**src/hw/rtl/stl_pkg.sv**
```systemverilog
// shared constants, codes and types for the sorted two-key table lookup
package stl_pkg;

    localparam int TABLE_DEPTH = 1024;
    localparam int ADDR_W      = (TABLE_DEPTH > 1) ? $clog2(TABLE_DEPTH) : 1;
    localparam int CNT_W       = $clog2(TABLE_DEPTH + 1);

    localparam int QUEUE_DEPTH = 2;
    localparam int QPTR_W      = (QUEUE_DEPTH > 1) ? $clog2(QUEUE_DEPTH) : 1;
    localparam int QCNT_W      = $clog2(QUEUE_DEPTH + 1);

    localparam int Z_W     = 8;
    localparam int N_W     = 9;
    localparam int E_W     = 40;
    localparam int X_W     = 48;
    localparam int CFG_W   = 32;
    localparam int MA_W    = 10;
    localparam int PROD_W  = MA_W + CFG_W;
    localparam int ACC_W   = 50;
    localparam int APB_AW  = 4;
    localparam int APB_DW  = 32;

    localparam logic [1:0] MODE_APPEND = 2'd0;
    localparam logic [1:0] MODE_LOOKUP = 2'd1;
    localparam logic [1:0] MODE_CLEAR  = 2'd2;

    localparam logic [1:0] CMD_APPEND = 2'd0;
    localparam logic [1:0] CMD_LOOKUP = 2'd1;
    localparam logic [1:0] CMD_CLEAR  = 2'd2;
    localparam logic [1:0] CMD_NOP    = 2'd3;

    localparam logic [1:0] STATUS_OK        = 2'd0;
    localparam logic [1:0] STATUS_NOT_FOUND = 2'd1;
    localparam logic [1:0] STATUS_FULL      = 2'd2;

    localparam logic [1:0] REG_AMU = 2'd0;
    localparam logic [1:0] REG_PEM = 2'd1;
    localparam logic [1:0] REG_NM  = 2'd2;

    localparam logic [CFG_W-1:0] AMU_RESET = 32'd61046182;
    localparam logic [CFG_W-1:0] PEM_RESET = 32'd61523280;
    localparam logic [CFG_W-1:0] NM_RESET  = 32'd61607961;

    typedef struct packed {
        logic [1:0]     op;
        logic [Z_W-1:0] z;
        logic [N_W-1:0] nq;
        logic [E_W-1:0] energy;
    } t_cmd;

    typedef struct packed {
        logic [CFG_W-1:0] amu;
        logic [CFG_W-1:0] pem;
        logic [CFG_W-1:0] nm;
    } t_cfg;

endpackage

```
**src/hw/rtl/stl_front.sv**
```systemverilog
// input stage: takes words and classifies them into commands
module stl_front (
    input  logic                     i_clk,
    input  logic                     i_rst_n,
    input  logic                     i_in_valid,
    output logic                     o_in_stall,
    input  logic [1:0]               i_mode,
    input  logic [stl_pkg::Z_W-1:0]  i_protons,
    input  logic [stl_pkg::N_W-1:0]  i_neutrons,
    input  logic [stl_pkg::E_W-1:0]  i_energy,
    output logic                     o_push,
    input  logic                     i_push_ready,
    output stl_pkg::t_cmd            o_cmd
);

    logic          r_valid;
    logic          n_valid;
    stl_pkg::t_cmd r_cmd;
    stl_pkg::t_cmd w_cmd;
    logic          w_take;

    assign o_in_stall = r_valid && !i_push_ready;
    assign w_take     = i_in_valid && !o_in_stall;
    assign o_push     = r_valid;
    assign o_cmd      = r_cmd;

    always_comb begin
        w_cmd.z      = i_protons;
        w_cmd.nq     = i_neutrons;
        w_cmd.energy = i_energy;
        unique case (i_mode)
            stl_pkg::MODE_APPEND: begin
                w_cmd.op = stl_pkg::CMD_APPEND;
            end
            stl_pkg::MODE_LOOKUP: begin
                w_cmd.op = stl_pkg::CMD_LOOKUP;
            end
            stl_pkg::MODE_CLEAR: begin
                w_cmd.op = stl_pkg::CMD_CLEAR;
                w_cmd.energy = '0;
            end
            default: begin
                w_cmd.op = stl_pkg::CMD_NOP;
                w_cmd.energy = '0;
            end
        endcase
    end

    always_comb begin
        n_valid = r_valid;
        if (w_take) begin
            n_valid = 1'b1;
        end else if (i_push_ready) begin
            n_valid = 1'b0;
        end
    end

    always_ff @(posedge i_clk) begin
        if (!i_rst_n) begin
            r_valid <= 1'b0;
        end else begin
            r_valid <= n_valid;
        end
    end

    always_ff @(posedge i_clk) begin
        if (w_take) begin
            r_cmd <= w_cmd;
        end
    end

endmodule

```
**config.mk**
```make
export PLATFORM = sky130hd
export DESIGN_NAME = stl_front
export DESIGN_NICKNAME = d
export VERILOG_FILES = /design/src/hw/rtl/stl_pkg.sv /design/src/hw/rtl/stl_front.sv
export SDC_FILE = /design/constraint.sdc
export NUM_CORES = 1
export LEC_CHECK = 0
export ABC_AREA = 1
export BUFFER_PORTS_ARGS = -buffer_cell sky130_fd_sc_hd__buf_2
export CAP_MARGIN = 0
export CORE_MARGIN = 4
export CORE_UTILIZATION = 25
export CTS_BUF_LIST = sky130_fd_sc_hd__clkbuf_4
export CTS_CLUSTER_SIZE = 8
export DETAILED_ROUTE_END_ITERATION = 8
export GPL_TIMING_DRIVEN = 0
export PLACE_DENSITY = 0.47
export SYNTH_ARGS = -nofsm -noshare
export SYNTH_HDL_FRONTEND = slang
export SYNTH_SLANG_ARGS = --single-unit
```
**constraint.sdc**
```tcl
create_clock -name i_clk -period 5.7 [get_ports i_clk]
set_input_delay 0.285 -clock i_clk [delete_from_list [all_inputs] [get_ports i_clk]]
set_output_delay 0.285 -clock i_clk [all_outputs]
set_load 0.01 [all_outputs]
```
# Yosys cells after proc, flatten, opt, wreduce, memory -nomap -nowiden
# Cells that the tools add are included.
# classes
eq_ne,2
n_mux,3
n_reduce_logical,7
# op_table
operator,count
$pmux 2 s3,1
$eq 2x1->1 const B,1
$eq 2x2->1 const B,1
$logic_and 1x1->1,2
$logic_not 1->1,2
$logic_not 2->1,1
$mux 1,2
$reduce_bool 2->1,1
$reduce_or 2->1,1
# word_totals
register_bits,60
inputBits,63
output_inout_bits,61
word_cells,17

# Logic depth before layout (Yosys ltp)
# depth
ltp_word,5
mapped_depth,4
depth_no_buf,4

# Least setup slack after synthesis
# OpenSTA, ideal clock, no wires.
# synth_path
kind,register to register
start,"register r_valid, in the netlist o_push"
end,"register r_cmd, in the netlist o_cmd[0] (enable)"
setup_ns,0.476
arrival_time_ns,2.963
required_ns,5.224
slack_ns,2.261
path_stages_with_launch,4
synth_period_minus_slack_ns,3.439
path_cell_list,dfxtp_1 > nand2_1 > inv_1 > nor2_1
# synth_via
elab_chain_len,3
# synth_rtl
element,line,rtl
"start, declared",stl_front.sv:16,logic r_valid;
"start signal, assigned",stl_front.sv:62,r_valid <= n_valid;
$logic_and 1x1->1,stl_front.sv:22,assign o_in_stall = r_valid && !i_push_ready;
net o_in_stall,stl_front.sv:6,"output logic o_in_stall,"
$logic_not 1->1,stl_front.sv:23,assign w_take = i_in_valid && !o_in_stall;
$logic_and 1x1->1,stl_front.sv:23,
"end signal, assigned",stl_front.sv:68,r_cmd <= w_cmd;
"end, declared",stl_front.sv:18,stl_pkg::t_cmd r_cmd;
# The timed path passes the listed nets, and every way through them passes these cells.
# A chain may end at the register's enable or synchronous reset.

# Worst setup path in the final report
# layout_path
start,"register r_valid, in the netlist o_push"
end,"register r_cmd, in the netlist o_cmd[24] (enable)"
# layout_via
elab_chain_len,3
# layout_rtl
element,line
$logic_and 1x1->1,stl_front.sv:22
$logic_not 1->1,stl_front.sv:23
$logic_and 1x1->1,stl_front.sv:23
# No other way between the ends.

==> run_results.csv <==
group,metric,value,unit
worst_setup_path,required,5790,ps
placed_design,place.gp.congestion,0.6188,
timing,rsz0062_at_grt,"no",
flow_run,drv_cap,0,
clock_network,numCtsBuffers,9,
placed_design,dpl.hpwl,3657,um
yosys,synth-edff-count,59,
clock_network,cts_buffer_depth,2,
layout,diodes,0,
yosys,synthFlopType,"edfxtp_1",
yosys,synth_top_cell_area_share,81.57,%
grt,overflow,0,
placed_design,port_buffers,121,
yosys,ys_ff_latch,60,
power_and_ir_drop,power_density,291.9,nW/um2
route,wl,4918,um
worst_setup_path,critPathMaxFanout,26,
status,outcome,"finished, final reports clean",
layout,drive_gt1_share,47.95,%
clock_network,clkSlewWorstSetupHoldPaths,120,ps
clock_network,clockRootBuffer,"clkbuf_4",
worst_setup_path,crit_slowest_cell,"nor2_4",
floorplanning,core.rowCount,33,
layout,syn2layout_area_growth,42.22,%
power_and_ir_drop,vdd_drop_max,0.1185,mV
layout,nets,350,
route,num_vias,1522,
route,drt_first_pass_iters,4,
timing,tightestPinTransition,577.9,ps
grt,grt_pass1_wl,7300,um
clock_network,hold_buffers,0,
floorplanning,start_util,26.04,%
worst_setup_path,startpoint_type,"register",
timing,relSlewSlack,61.38,%
power_and_ir_drop,leakage,0.001516,uW
timing,finalCriticalPeriod,1506,ps
clock_network,cts_num_sinks,60,
yosys,syn_avg_cell_area,14.20,um2
worst_setup_path,path_class,"register to register",
route,wire_per_inst,12.39,um
yosys,synthArstFlopShare,0,%
yosys,synthesis.area,2172,um2
grt,grt_max_degree,27,
floorplanning,die_area,10240,um2
timing,fmax,0.6638,GHz
route,ant_nets,0,
clock_network,cts_tree,"yes",
worst_hold_path,hp-class,"input pin to register",
floorplanning,fp.dieW,101.2,um
route,via_per_inst,3.834,
yosys,yosys-top-cells-count,"edfxtp_1 (59), inv_1 (44), nor2_1 (41)",
worst_setup_path,crit_chain,"nand2_1, inv_1, nor2_4, buf_12",
timing,setup_viol,0,
worst_setup_path,cp-end-kind,"register",
grt,antenna_found_initial,0,
floorplanning,dieHeight,101.2,um
yosys,seq_area_frac_synth,82.49,%
worst_setup_path,crit_start,"o_push",
timing,setup_ws,4194,ps
clock_network,ctsResizeCount,0,
yosys,synth_most_common_cell,"edfxtp_1",
timing,fin_skew,14.94,ps
layout,final_util,37.04,%
clock_network,worstSkewPairLatency,390,ps
worst_hold_path,hold_start,"i_protons[2]",
yosys,synth.distinct_cells,8,
timing,hold_violations,0,
route,drc_errors,0,
yosys,ys_warn_count,0,
route,drtIter0Drc,31,
clock_network,htreeDepth,3,
yosys,synthTopCellsByArea,"edfxtp_1 (82%), inv_1 (7.6%), nor2_1 (7.1%)",
yosys,synth_top_area_cell,"edfxtp_1",
timing,final_max_slew_viol_count,0,
grt,grt_use_total,9.422,%
timing,min_period_over_period,26.43,%
grt,grt_pass1_vias,1544,
timing,tns,0,ps
worst_setup_path,path_delay_family,"simple AND/OR/NAND/NOR gates",
yosys,synth_nets,216,
placed_design,dp_slack,4095,ps
yosys,postSynthCellCount,153,
floorplanning,coreArea,8341,um2
worst_setup_path,worst-path-buf-inv,2,
worst_setup_path,cp.arrival,1590,ps
worst_setup_path,r2r-start,"o_push",
worst_setup_path,max_stage_delay,450,ps
floorplanning,io_pins,124,
clock_network,cts_setup_buffers,0,
==> per-stage QoR <==
step / area, um2 / cells / hold slack, ps / power [uW]
after floorplan: 2172 / 153 / 383.9 / 576.3
after global placement: 2909 / 379 / 453.4 / 629.0
after detailed placement: 2964 / 381 / 463.9 / 634.3
after CTS: 3089 / 397 / 21.23 / 919.4
after global routing: 3089 / 397 / 20.90 / 951.6
final: 3089 / 397 / 59.07 / 901.7
==> cell type report <==
| class | instances | area, um2 |
|---|---|---|
| plain buffers | 6 | 52.55 |
| clock buffers | 9 | 67.56 |
| clock inverters | 7 | 57.56 |
| fillers | 874 | 5251 |
| inverters | 44 | 165.2 |
| multi-input cells | 43 | 170.2 |
| flip-flops and latches | 60 | 1792 |
| well taps | 105 | 131.4 |
| repair buffers | 123 | 653.1 |
==> routing by layer <==
metal,vias to the layer above,share of wire (%),track usage (%)
met2,80,46,14.89
li1,744,-,-
met3,8,11,3.788
met1,690,42,11.04
met4,0,1.5,4.908
met5,-,0,0
==> cell usage in the layout (no fill, tap or decap), types with 2 or more instances in the layout <==
cell type  count
buf_2        121
buf_6          4
clkbuf_1       2
clkbuf_4       9
clkinv_1       4
edfxtp_1      59
inv_1         44
nor2_1        40
==> state kept, by name, indices dropped and copies added (netlist names) <==
signal / flops
o_cmd: 59
o_push: 1
==> where the power goes <==
group          leakage (uW)  internal (uW)  switching, uW  total [uW]
clock network     0.0000659            127            154         281
logic              0.000859           44.8           53.2        98.0
registers          0.000591            517           6.13         523
total               0.00152            689            213         902
==> cells by family after synthesis <==
| group | synth area share (%) |
|---|---|
| flip-flops | 82.49 |
| AO/OA/AOI/OAI | 0.2302 |
| buffers and inverters | 10.02 |
| AND/OR/NAND/NOR | 7.258 |
==> final timing paths <==
path,to,slack (ps),depth (start not counted)
worst max-delay path,o_cmd[24],4190,4
worst min-delay path,o_cmd[51],60,1
worst max register to register,o_cmd[24],4190,4
worst min register to register,o_push,500,2
No activity file was read; power rests on OpenSTA's default activity.
