## src/hw/rtl/stl_pkg.sv

```systemverilog
// shared constants, codes and types for the sorted two-key table lookup
package stl_pkg;

    localparam int TABLE_DEPTH = 1024;
    localparam int ADDR_W      = (TABLE_DEPTH > 1) ? $clog2(TABLE_DEPTH) : 1;
    localparam int CNT_W       = $clog2(TABLE_DEPTH + 1);

    localparam int QUEUE_DEPTH = 2;
    localparam int QPTR_W      = (QUEUE_DEPTH > 1) ? $clog2(QUEUE_DEPTH) : 1;
    localparam int QCNT_W      = $clog2(QUEUE_DEPTH + 1);

    localparam int Z_W     = 8;
    localparam int N_W     = 9;
    localparam int E_W     = 40;
    localparam int X_W     = 48;
    localparam int CFG_W   = 32;
    localparam int MA_W    = 10;
    localparam int PROD_W  = MA_W + CFG_W;
    localparam int ACC_W   = 50;
    localparam int APB_AW  = 4;
    localparam int APB_DW  = 32;

    localparam logic [1:0] MODE_APPEND = 2'd0;
    localparam logic [1:0] MODE_LOOKUP = 2'd1;
    localparam logic [1:0] MODE_CLEAR  = 2'd2;

    localparam logic [1:0] CMD_APPEND = 2'd0;
    localparam logic [1:0] CMD_LOOKUP = 2'd1;
    localparam logic [1:0] CMD_CLEAR  = 2'd2;
    localparam logic [1:0] CMD_NOP    = 2'd3;

    localparam logic [1:0] STATUS_OK        = 2'd0;
    localparam logic [1:0] STATUS_NOT_FOUND = 2'd1;
    localparam logic [1:0] STATUS_FULL      = 2'd2;

    localparam logic [1:0] REG_AMU = 2'd0;
    localparam logic [1:0] REG_PEM = 2'd1;
    localparam logic [1:0] REG_NM  = 2'd2;

    localparam logic [CFG_W-1:0] AMU_RESET = 32'd61046182;
    localparam logic [CFG_W-1:0] PEM_RESET = 32'd61523280;
    localparam logic [CFG_W-1:0] NM_RESET  = 32'd61607961;

    typedef struct packed {
        logic [1:0]     op;
        logic [Z_W-1:0] z;
        logic [N_W-1:0] nq;
        logic [E_W-1:0] energy;
    } t_cmd;

    typedef struct packed {
        logic [CFG_W-1:0] amu;
        logic [CFG_W-1:0] pem;
        logic [CFG_W-1:0] nm;
    } t_cfg;

endpackage

```

## src/hw/rtl/stl_queue.sv

```systemverilog
// short command queue between the front and back parts
module stl_queue (
    input  logic          i_clk,
    input  logic          i_rst_n,
    input  logic          i_push,
    input  stl_pkg::t_cmd i_cmd,
    output logic          o_push_ready,
    output logic          o_pop_valid,
    output stl_pkg::t_cmd o_cmd,
    input  logic          i_pop
);

    stl_pkg::t_cmd                r_slot [stl_pkg::QUEUE_DEPTH];
    logic [stl_pkg::QPTR_W-1:0]   r_wr_ptr;
    logic [stl_pkg::QPTR_W-1:0]   r_rd_ptr;
    logic [stl_pkg::QCNT_W-1:0]   r_count;
    logic [stl_pkg::QPTR_W-1:0]   n_wr_ptr;
    logic [stl_pkg::QPTR_W-1:0]   n_rd_ptr;
    logic [stl_pkg::QCNT_W-1:0]   n_count;
    logic                         w_do_push;
    logic                         w_do_pop;

    assign o_push_ready = r_count != stl_pkg::QCNT_W'(stl_pkg::QUEUE_DEPTH);
    assign o_pop_valid  = r_count != '0;
    assign o_cmd        = r_slot[r_rd_ptr];
    assign w_do_push    = i_push && o_push_ready;
    assign w_do_pop     = i_pop && o_pop_valid;

    always_comb begin
        n_wr_ptr = r_wr_ptr;
        n_rd_ptr = r_rd_ptr;
        n_count  = r_count;
        if (w_do_push) begin
            n_wr_ptr = (r_wr_ptr == stl_pkg::QPTR_W'(stl_pkg::QUEUE_DEPTH - 1))
                       ? '0 : r_wr_ptr + 1'b1;
        end
        if (w_do_pop) begin
            n_rd_ptr = (r_rd_ptr == stl_pkg::QPTR_W'(stl_pkg::QUEUE_DEPTH - 1))
                       ? '0 : r_rd_ptr + 1'b1;
        end
        if (w_do_push && !w_do_pop) begin
            n_count = r_count + 1'b1;
        end else if (!w_do_push && w_do_pop) begin
            n_count = r_count - 1'b1;
        end
    end

    always_ff @(posedge i_clk) begin
        if (!i_rst_n) begin
            r_wr_ptr <= '0;
            r_rd_ptr <= '0;
            r_count  <= '0;
        end else begin
            r_wr_ptr <= n_wr_ptr;
            r_rd_ptr <= n_rd_ptr;
            r_count  <= n_count;
        end
    end

    always_ff @(posedge i_clk) begin
        if (w_do_push) begin
            r_slot[r_wr_ptr] <= i_cmd;
        end
    end

endmodule

```

## config.mk

```make
export PLATFORM = sky130hd
export DESIGN_NAME = stl_queue
export DESIGN_NICKNAME = d
export VERILOG_FILES = /design/src/hw/rtl/stl_pkg.sv /design/src/hw/rtl/stl_queue.sv
export SDC_FILE = /design/constraint.sdc
export NUM_CORES = 1
export LEC_CHECK = 0
export BUFFER_PORTS_ARGS = -buffer_cell sky130_fd_sc_hd__buf_2
export CAP_MARGIN = 30
export CORE_ASPECT_RATIO = 0.75
export CORE_UTILIZATION = 56
export CTS_CLUSTER_DIAMETER = 60
export CTS_CLUSTER_SIZE = 8
export DETAILED_ROUTE_END_ITERATION = 8
export PLACE_DENSITY = 0.89
export SYNTH_ARGS = -nofsm -noshare
export SYNTH_HDL_FRONTEND = slang
export SYNTH_SLANG_ARGS = --single-unit
```

## constraint.sdc

```tcl
create_clock -name i_clk -period 7.3 [get_ports i_clk]
set_input_delay 1.46 -clock i_clk [delete_from_list [all_inputs] [get_ports i_clk]]
set_output_delay 1.46 -clock i_clk [all_outputs]
set_load 0.02 [all_outputs]
```

After elaboration in Yosys (flattened, before gate mapping)
Memories as Yosys holds them, arrays and structs flattened. A register that Yosys moved wholly into a read port is not among the register bits.
Cells that the tools add are included.
{"block": "word_totals", "mem_bits_rw": 118, "in_bits": 63, "output_inout_bits": 61, "memories": 1, "wordCells": 25, "regBits": 4}
{"block": "op_classes", "n_reduce_logical": 8, "n_eq_ne": 1, "add_sub_neg": 4, "muxes": 8}
{"memory": "r_slot", "words": 2, "word_bits": 59, "rd": 1, "rd_ports_with_merged_regs": 1, "write_ports": 1, "line": "stl_queue.sv:13", "text": "stl_pkg::t_cmd r_slot [stl_pkg::QUEUE_DEPTH];"}
{"cell": "$mux W1", "count": 6}
{"cell": "$logic_and A1 B1 Y1", "count": 4}
{"cell": "$mux W2", "count": 2}
{"cell": "$reduce_bool A2 Y1", "count": 2}
{"cell": "$add A1 B1 Y1 const B", "count": 2}
{"cell": "$add A2 B1 Y2 const B", "count": 1}
{"cell": "$logic_not A1 Y1", "count": 2}
{"cell": "$ne A2 B2 Y1 const B", "count": 1}
{"cell": "$sub A2 B1 Y2 const B", "count": 1}

Logic depth before layout (Yosys ltp)
Gate-level depths: netlist of the first run.
{"block": "logic_depth", "depth_word": 6, "ltp_mapped": 6, "ltp_nobuf": 6}

Worst setup path after synthesis of the first run
Ideal clock, no wire load.
{"block": "synth_timing", "path_kind": "input-to-reg", "from": "in i_push", "to": "mem r_slot[1][0] in the netlist's numbering, enable pin", "setup_time_ns": 0.423, "arrival_ns": 2.902, "path_buffers": 0, "required_ns": 6.877, "cell_stages": 1, "setup_slack_ns": 3.975, "path_cell_list": "and3_1"}
{"block": "synth_via", "elab_chain_len": 3}
{"item": "from (decl)", "line": "stl_queue.sv:5", "text": "input logic i_push,"}
{"item": "$logic_and A1 B1 Y1", "line": "stl_queue.sv:26", "text": "assign w_do_push = i_push && o_push_ready;"}
{"item": "$mux W1", "line": "stl_queue.sv:61", "text": "if (w_do_push) begin"}
{"item": "$mux W1 (not written as such)", "line": "stl_queue.sv:62", "text": "r_slot[r_wr_ptr] <= i_cmd;"}
{"item": "to (decl)", "line": "stl_queue.sv:13"}
No other way between the ends.

==> metrics.md, run 1 <==
| Metric | Value |
|---|---|
| Ys Warns | `0` |
| Layout Skew | `10.5 ps` |
| Cts bufs inserted | `17` |
| P&R area growth vs syn | `29.7%` |
| Commonest non-fill, non-tap cell in the layout | `buf_2` |
| Post-CTS Hold Fix Bufs | `0` |
| Critical Path Max Stage Delay | `630 ps` |
| First-pass GRT wire length | `11.5 mm` |
| Buffers added on ports | `123` |
| Register bit total from synthesis | `123` |
| Final hold viol count | `0` |
| CP Data Arrival Time | `2050 ps` |
| Die X | `106 µm` |
| Startpoint type of the worst setup path | `flip-flop` |
| Design Power | `2.33 mW` |
| Synthesized area | `4540 µm²` |
| GRT met3 Usage | `0.0620` |
| FILL cells | `486` |
| Critical Setup Path Class | `reg -> out` |
| Net Count, Synth | `272` |
| R2R cell count | `3` |
| First-pass DRT Iterations | `4` |
| Die area | `8470 µm²` |
| Routed WL per cell | `16.6 µm` |
| Global route overflow | `0` |
| Most frequent cells in the layout | `123 x buf_2, 118 x edfxtp_1, 49 x mux2_2` |
| Post-route ant nets | `0` |
| Mapped Avg Cell Area | `21.8 µm²` |
| Count of cell types in the netlist | `21` |
| Non-Filler Instances | `464` |
| Top Ports | `124` |
| Reg2reg start | `r_count[0]` |
| Worst hold path depth | `2` |
| DIE HEIGHT | `79.9 µm` |
| Met2 usage | `0.324` |
| Worst-path clk slew | `60 ps` |
| Cts repair resizes | `0` |
| Sum Neg Setup Slack | `0 ps` |
| RSZ-0062 raised after global routing | `false` |
| Clock period minus worst slack | `3510 ps` |
| DP HPWL | `4.88 mm` |
| FF+latch area | `3640 µm²` |
| FF-to-FF End | `r_slot[1][2]` |
| Final WL | `7.68 mm` |
| TritonCTS clock tree | `yes` |
| Initial antenna violation count | `0` |
| Final setup viols | `0` |
| Skew-Pair Late Insertion Delay | `500 ps` |
| CP max FO | `59` |
| Antenna cells | `0` |
| Crit path cell chain | `buf_4 -> mux2_2 -> buf_2` |
| Via count | `2338` |
| Via/cell ratio | `5.04` |
| Final core occ | `0.746` |
| Crit. End Element | `output pin` |
| H-tree levels | `4` |
| Residual DRC | `0` |
| Worst hold start | `r_count[1]` |
| Hold Path End | `r_count[1]` |
| Met1 usage | `0.219` |
| Register area share after synthesis | `0.803` |
| Leak | `2.25 nW` |
| Max Root-Sink Buffers | `2` |
| Status | `completed` |
| R2r setup slk | `5170 ps` |
| Synthesized netlist cell count | `208` |
| Clk sinks | `123` |
| Initial core utilization | `0.575` |
| Tcrit/Tclk final | `0.480` |
| Tot GR Track Use | `0.190` |
| Pwr Density | `396 nW/µm²` |
| Most Crowded Layer GR | `met2` |
| MaxCap Viol Count | `0` |
| Slowest CP cell | `buf_4` |
| WP buf/inv | `2` |
| Slew Limit Fails | `0` |
| FMAX | `285 MHz` |
| CP required | `5840 ps` |
| Core ar. | `7880 µm²` |
| Delay-heaviest family, CP | `buffers and inverters` |
| Area of the multi-input gates | `842 µm²` |
| Layout Nets | `410` |
| Largest net degree at the start of global routing | `60` |
| Row count | `28` |
| GP Congestion | `0.703` |
| Setup bufs post-CTS | `0` |
| Hold Path Class | `reg -> reg` |
| Slew Limit Headroom | `0.462` |
| Clock Root Buffer | `clkbuf_8` |
| Slew @ Worst Pin | `806 ps` |
| Placed Cells | `432` |
| Initial DRC Count | `85` |
| Layout cells sized above 1 | `0.610` |
| Peak supply drop | `0.000250 V` |
| Vias in the first global route | `2404` |
[synthesized netlist by cell type]
| cell type | count | area share |
|---|---|---|
| xnor2_1 | 2 | 0.0039 |
| mux2_2 | 49 | 0.12 |
| buf_6 | 2 | 0.0050 |
| xor2_1 | 1 | 0.0019 |
| and3_1 | 1 | 0.0014 |
| buf_2 | 5 | 0.0055 |
| nand3b_1 | 1 | 0.0017 |
| or2_2 | 1 | 0.0014 |
| o21ai_1 | 1 | 0.0011 |
| a21bo_2 | 1 | 0.0022 |
| o21ai_0 | 1 | 0.0011 |
| nand2b_4 | 1 | 0.0030 |
| mux2_4 | 10 | 0.033 |
| edfxtp_1 | 118 | 0.78 |
| dfxtp_1 | 5 | 0.022 |
| a21boi_1 | 1 | 0.0017 |
| or3_1 | 1 | 0.0014 |
| ha_1 | 1 | 0.0028 |
| and2_1 | 4 | 0.0055 |
| inv_1 | 1 | 0.00083 |
| a21boi_0 | 1 | 0.0017 |
[how the worst max path moves through the flow]
stage                     slack, ps            to  startpoint  cells past startpoint
final                          3790     o_cmd[50]   flip-flop                      3
after global routing           3690     o_cmd[25]   flip-flop                      3
after floorplan                3970  r_slot[1][0]      i_push                      1
after CTS                      3750     o_cmd[23]   flip-flop                      3
after global placement         4220  r_slot[1][1]      i_push                      3
after detailed placement       4200  r_slot[1][1]      i_push                      3
[layout make-up]
cell class | instances | share of cell area
clock buffer | 20 | 0.0723
clock inverter | 12 | 0.0334
inverter | 1 | 0.000638
multi-input combinational | 77 | 0.143
sequential | 123 | 0.620
tap | 105 | 0.0223
timing repair buffer | 126 | 0.108
[through the flow]
stage	area, µm²	setup slack [ps]	hold WS, ps
final	5880	3790	557
after global routing	5880	3690	591
after detailed placement	5260	4200	549
after CTS	5880	3750	554
after floorplan	4540	3970	512
after global placement	5260	4220	531
[power by group]
part           switching (mW)  leakage, nW  internal, mW  total (mW)
combinational           0.327        0.811         0.231       0.558
clock                   0.275        0.296         0.587       0.862
sequential             0.0271         1.14         0.884       0.911
total                   0.630         2.25          1.70        2.33
[worst reg2reg max path, stage by stage (launching register included)]
cell and delay (ps):
dfxtp_1 420, nand2b_4 190, and3_2 650, buf_4 510
[kinds of logic (layout without fill, tap and decap cells)]
family | Yosys count | count (layout) | synth area share
xor gates and xnor gates | 3 | 3 | 0.00579
DFF | 123 | 123 | 0.803
adders and majority gates | 1 | 1 | 0.00276
AOI/OAI and AO/OA | 5 | 5 | 0.00772
muxes | 59 | 59 | 0.155
buffers and inverters | 8 | 159 | 0.0113
and+or+nand+nor | 9 | 9 | 0.0143
[flip-flops by register name, summed over array words and instances, names as in the netlist, named ones only]
register and count:
r_wr_ptr 1, r_rd_ptr 1, r_slot 118, r_count 2
[metal layers]
metal | vias to the layer above | part of all wire | wire (µm)
met5 | - | 0 | 0
met4 | 0 | 0.0089 | 68
met3 | 8 | 0.067 | 515
met2 | 102 | 0.50 | 3810
met1 | 1130 | 0.43 | 3290
li1 | 1098 | - | -
(Power assumes the default switching activity.)
==> inputs of run 2 (changes only) <==
Settings changed: ABC_AREA set to 1, CORE_UTILIZATION 56 to 47, PLACE_DENSITY 0.89 to 0.8.
Clock period 7.3 ns to 3.08 ns, I/O delays scaled along.
==> metrics.md, run 2 <==
| Metric | Value |
|---|---|
| Clk sinks | `123 (unchanged)` |
| Synthesized area | `4540 µm² (+0.17%)` |
| Critical Setup Path Class | `reg -> out` |
| Largest register FFs | `118 (unchanged)` |
| Synth top area share | `0.780 (-0.00129)` |
| Global route overflow | `0 (unchanged)` |
| Commonest non-fill, non-tap cell in the layout | `buf_2` |
| Biggest regs | `r_slot (118), r_count (2)` |
| Mapped Avg Cell Area | `20.6 µm² (-5.7%)` |
| Core ar. | `9200 µm² (+17%)` |
| Ys flop type | `edfxtp_1` |
| Most flops, register | `r_slot` |
| Pwr Density | `890 nW/µm² (+120%)` |
| Post-synth top cells | `118 x edfxtp_1, 49 x mux2_2, 10 x mux2_4` |
| R2R cell count | `5 (+2)` |
| Non-Filler Instances | `499 (+7.5%)` |
| Worst-path clk slew | `50 ps (about the same)` |
| Register bit total from synthesis | `123 (unchanged)` |
| Design Power | `5.23 mW (+120%)` |
| GP Congestion | `0.705 (+0.24%)` |
| Async set or reset register ratio after synthesis | `0 (unchanged)` |
| Vias in the first global route | `2455 (+2.1%)` |
| Net Count, Synth | `285 (+4.8%)` |
| Leak | `2.25 nW (+0.16%)` |
| H-tree levels | `4 (unchanged)` |
| Register area share after synthesis | `0.802 (-0.00133)` |
| Final WL | `7.62 mm (-0.85%)` |
| Crit path cell chain | `buf_4 -> mux2_2 -> buf_2` |
| Top cells by area, synth | `edfxtp_1 78%, mux2_2 12%, mux2_4 3.3%` |
| Slew Limit Fails | `0 (unchanged)` |
| Most frequent cells in the layout | `123 x buf_2, 118 x edfxtp_1, 49 x mux2_2` |
| Antenna cells | `0 (unchanged)` |
| First-pass GRT wire length | `11.5 mm (+0.36%)` |
| Final setup viols | `0 (unchanged)` |
| Via/cell ratio | `4.75 (-5.8%)` |
| Clock period minus worst slack | `2310 ps` |
| R2r setup slk | `1210 ps (-3960 ps)` |
| Critical Path Max Stage Delay | `410 ps (-220 ps)` |
| CP required | `2460 ps (-3380 ps)` |
| Reg2reg start | `r_count[0]` |
| Final hold viol count | `0 (unchanged)` |
| Ys Warns | `0 (unchanged)` |
| Initial antenna violation count | `0 (unchanged)` |
| Die X | `116 µm (+9.1%)` |
| MaxCap Viol Count | `0 (unchanged)` |
| Slew Limit Headroom | `0.635 (+0.173)` |
| Residual DRC | `0 (unchanged)` |
| Part of the power in registers | `0.417 (+0.026)` |
| FMAX | `432 MHz` |
| FF-to-FF End | `r_slot[0][25]` |
| Cts repair resizes | `0 (unchanged)` |
| Max Root-Sink Buffers | `2 (unchanged)` |
| Via count | `2369 (+1.3%)` |
| Largest net degree at the start of global routing | `43 (-28%)` |
| Worst hold path depth | `1 (-1)` |
| Tot GR Track Use | `0.160 (-0.0299)` |
| Initial core utilization | `0.494 (-0.0814)` |
| RSZ-0062 raised after global routing | `false` |
| Count of cell types in the netlist | `16 (-24%)` |
| Int Power | `3.78 mW (+120%)` |
| Critical Path End | `o_cmd[10]` |
| Layout Nets | `424 (+3.4%)` |
| Layout cells sized above 1 | `0.577 (-0.0332)` |
| First-pass DRT Iterations | `4 (unchanged)` |
| Tcrit/Tclk final | `0.752` |
| Peak supply drop | `0.000574 V (+130%)` |
| CP Data Arrival Time | `1700 ps (-350 ps)` |
| Largest area contributor in the netlist | `edfxtp_1` |
| Cts bufs inserted | `17 (unchanged)` |
| Routed WL per cell | `15.3 µm (-7.8%)` |
| Setup bufs post-CTS | `0 (unchanged)` |
| Startpoint type of the worst setup path | `flip-flop` |
| Clock Root Buffer | `clkbuf_16` |
| NetSw | `1.45 mW (+130%)` |
| Die area | `10100 µm² (+19%)` |
| Buffers added on ports | `123 (unchanged)` |
| Post-route ant nets | `0 (unchanged)` |
| CP max FO | `34 (-42%)` |
| DP HPWL | `4.91 mm (+0.61%)` |
| Synthesized netlist cell count | `221 (+6.3%)` |
| Placed Cells | `469 (+8.6%)` |
| Hold Path Class | `in -> reg` |
| Row count | `30 (+7.1%)` |
| Top Ports | `124 (unchanged)` |
| Count leader, synth | `edfxtp_1` |
| P&R area growth vs syn | `29.2%` |
| Layout Skew | `5.29 ps (-5.23 ps)` |
| DIE HEIGHT | `87.1 µm (+9.0%)` |
| Clock share of power | `0.345 (-0.025)` |
| TritonCTS clock tree | `yes` |
| Sw frac | `0.277 (+0.00698)` |
| Post-CTS Hold Fix Bufs | `0 (unchanged)` |
| Initial DRC Count | `81 (-4.7%)` |
| Crit. End Element | `output pin` |
| Slowest CP cell | `buf_4` |
| Post-synth EDFFs | `118 (unchanged)` |
| Status | `completed` |
| Slew @ Worst Pin | `546 ps (-260 ps)` |
| Comb power frac | `0.239 (about the same)` |
| Skew-Pair Late Insertion Delay | `390 ps (-110 ps)` |
run 2: cell count changes after synthesis, moves of 2 or more:
cell	previous run	this run
nor2_1	0	8
inv_1	1	8
xnor2_1	2	0
and2_1	4	0
nand2_1	0	9
run 2: per-layer routing:
layer / wire [µm] / vias up / GRT usage / part of all wire
met2: 3770 / 84 / 0.266 / 0.50
met1: 3290 / 1149 / 0.190 / 0.43
met4: 59 / 0 / 0.0673 / 0.0077
li1: - / 1130 / - / -
met5: 0 / - / 0 / 0
met3: 492 / 6 / 0.0557 / 0.065
run 2: final cells by class:
type	count	area [µm²]
sequential	123	3640
fill	653	3320
multi-input combinational	83	827
timing repair buffer	127	671
clock buffer	20	437
tap	128	160
clock inverter	10	103
inverter	8	30.0
run 2: stage by stage:
stage / hold WS, ps / area, µm² / utilization / setup slack [ps] / TNS (ps)
6_report: 410 / 5870 / 0.639 / 765 / 0
5_1_grt: 387 / 5870 / 0.639 / 678 / 0
3_5_place_dp: 492 / 5330 / 0.580 / 1040 / 0
2_1_floorplan: 467 / 4540 / - / -593 / -69950
4_1_cts: 391 / 5870 / 0.639 / 721 / 0
3_3_place_gp: 481 / 5330 / 0.580 / 1100 / 0
run 2: worst max-delay path: cells and delay by family (launching register included):
family                 cells  cell delay, ps
buffers and inverters      2             570
muxes                      1             410
DFF                        1             320
run 2: worst min-delay path by stage:
stage                     startpoint  slack (ps)             to
after CTS                  i_cmd[54]         390  r_slot[0][54]
after global placement      r_rd_ptr         480       r_rd_ptr
final                      i_cmd[54]         410  r_slot[0][54]
after global routing       i_cmd[54]         390  r_slot[0][54]
after detailed placement    r_rd_ptr         490      flip-flop
after floorplan             r_rd_ptr         470      flip-flop
run 2: cells by family (layout without fill, tap and decap cells):
family	count (synthesis)	after routing	synth area share
adders and majority gates	1	1	0.00275
DFF	123	123	0.802
AOI/OAI and AO/OA	4	4	0.00496
and+or+nand+nor	19	19	0.0165
muxes	59	59	0.155
buffers and inverters	15	165	0.0193
run 2: power groups by stage:
stage	registers, mW	logic (mW)	clock network, mW
final	2.18	1.25	1.80
after floorplan	2.21	0.883	0
after global routing	2.20	1.34	1.90
after global placement	2.20	1.24	0
after detailed placement	2.21	1.26	0
after CTS	2.18	1.27	1.84
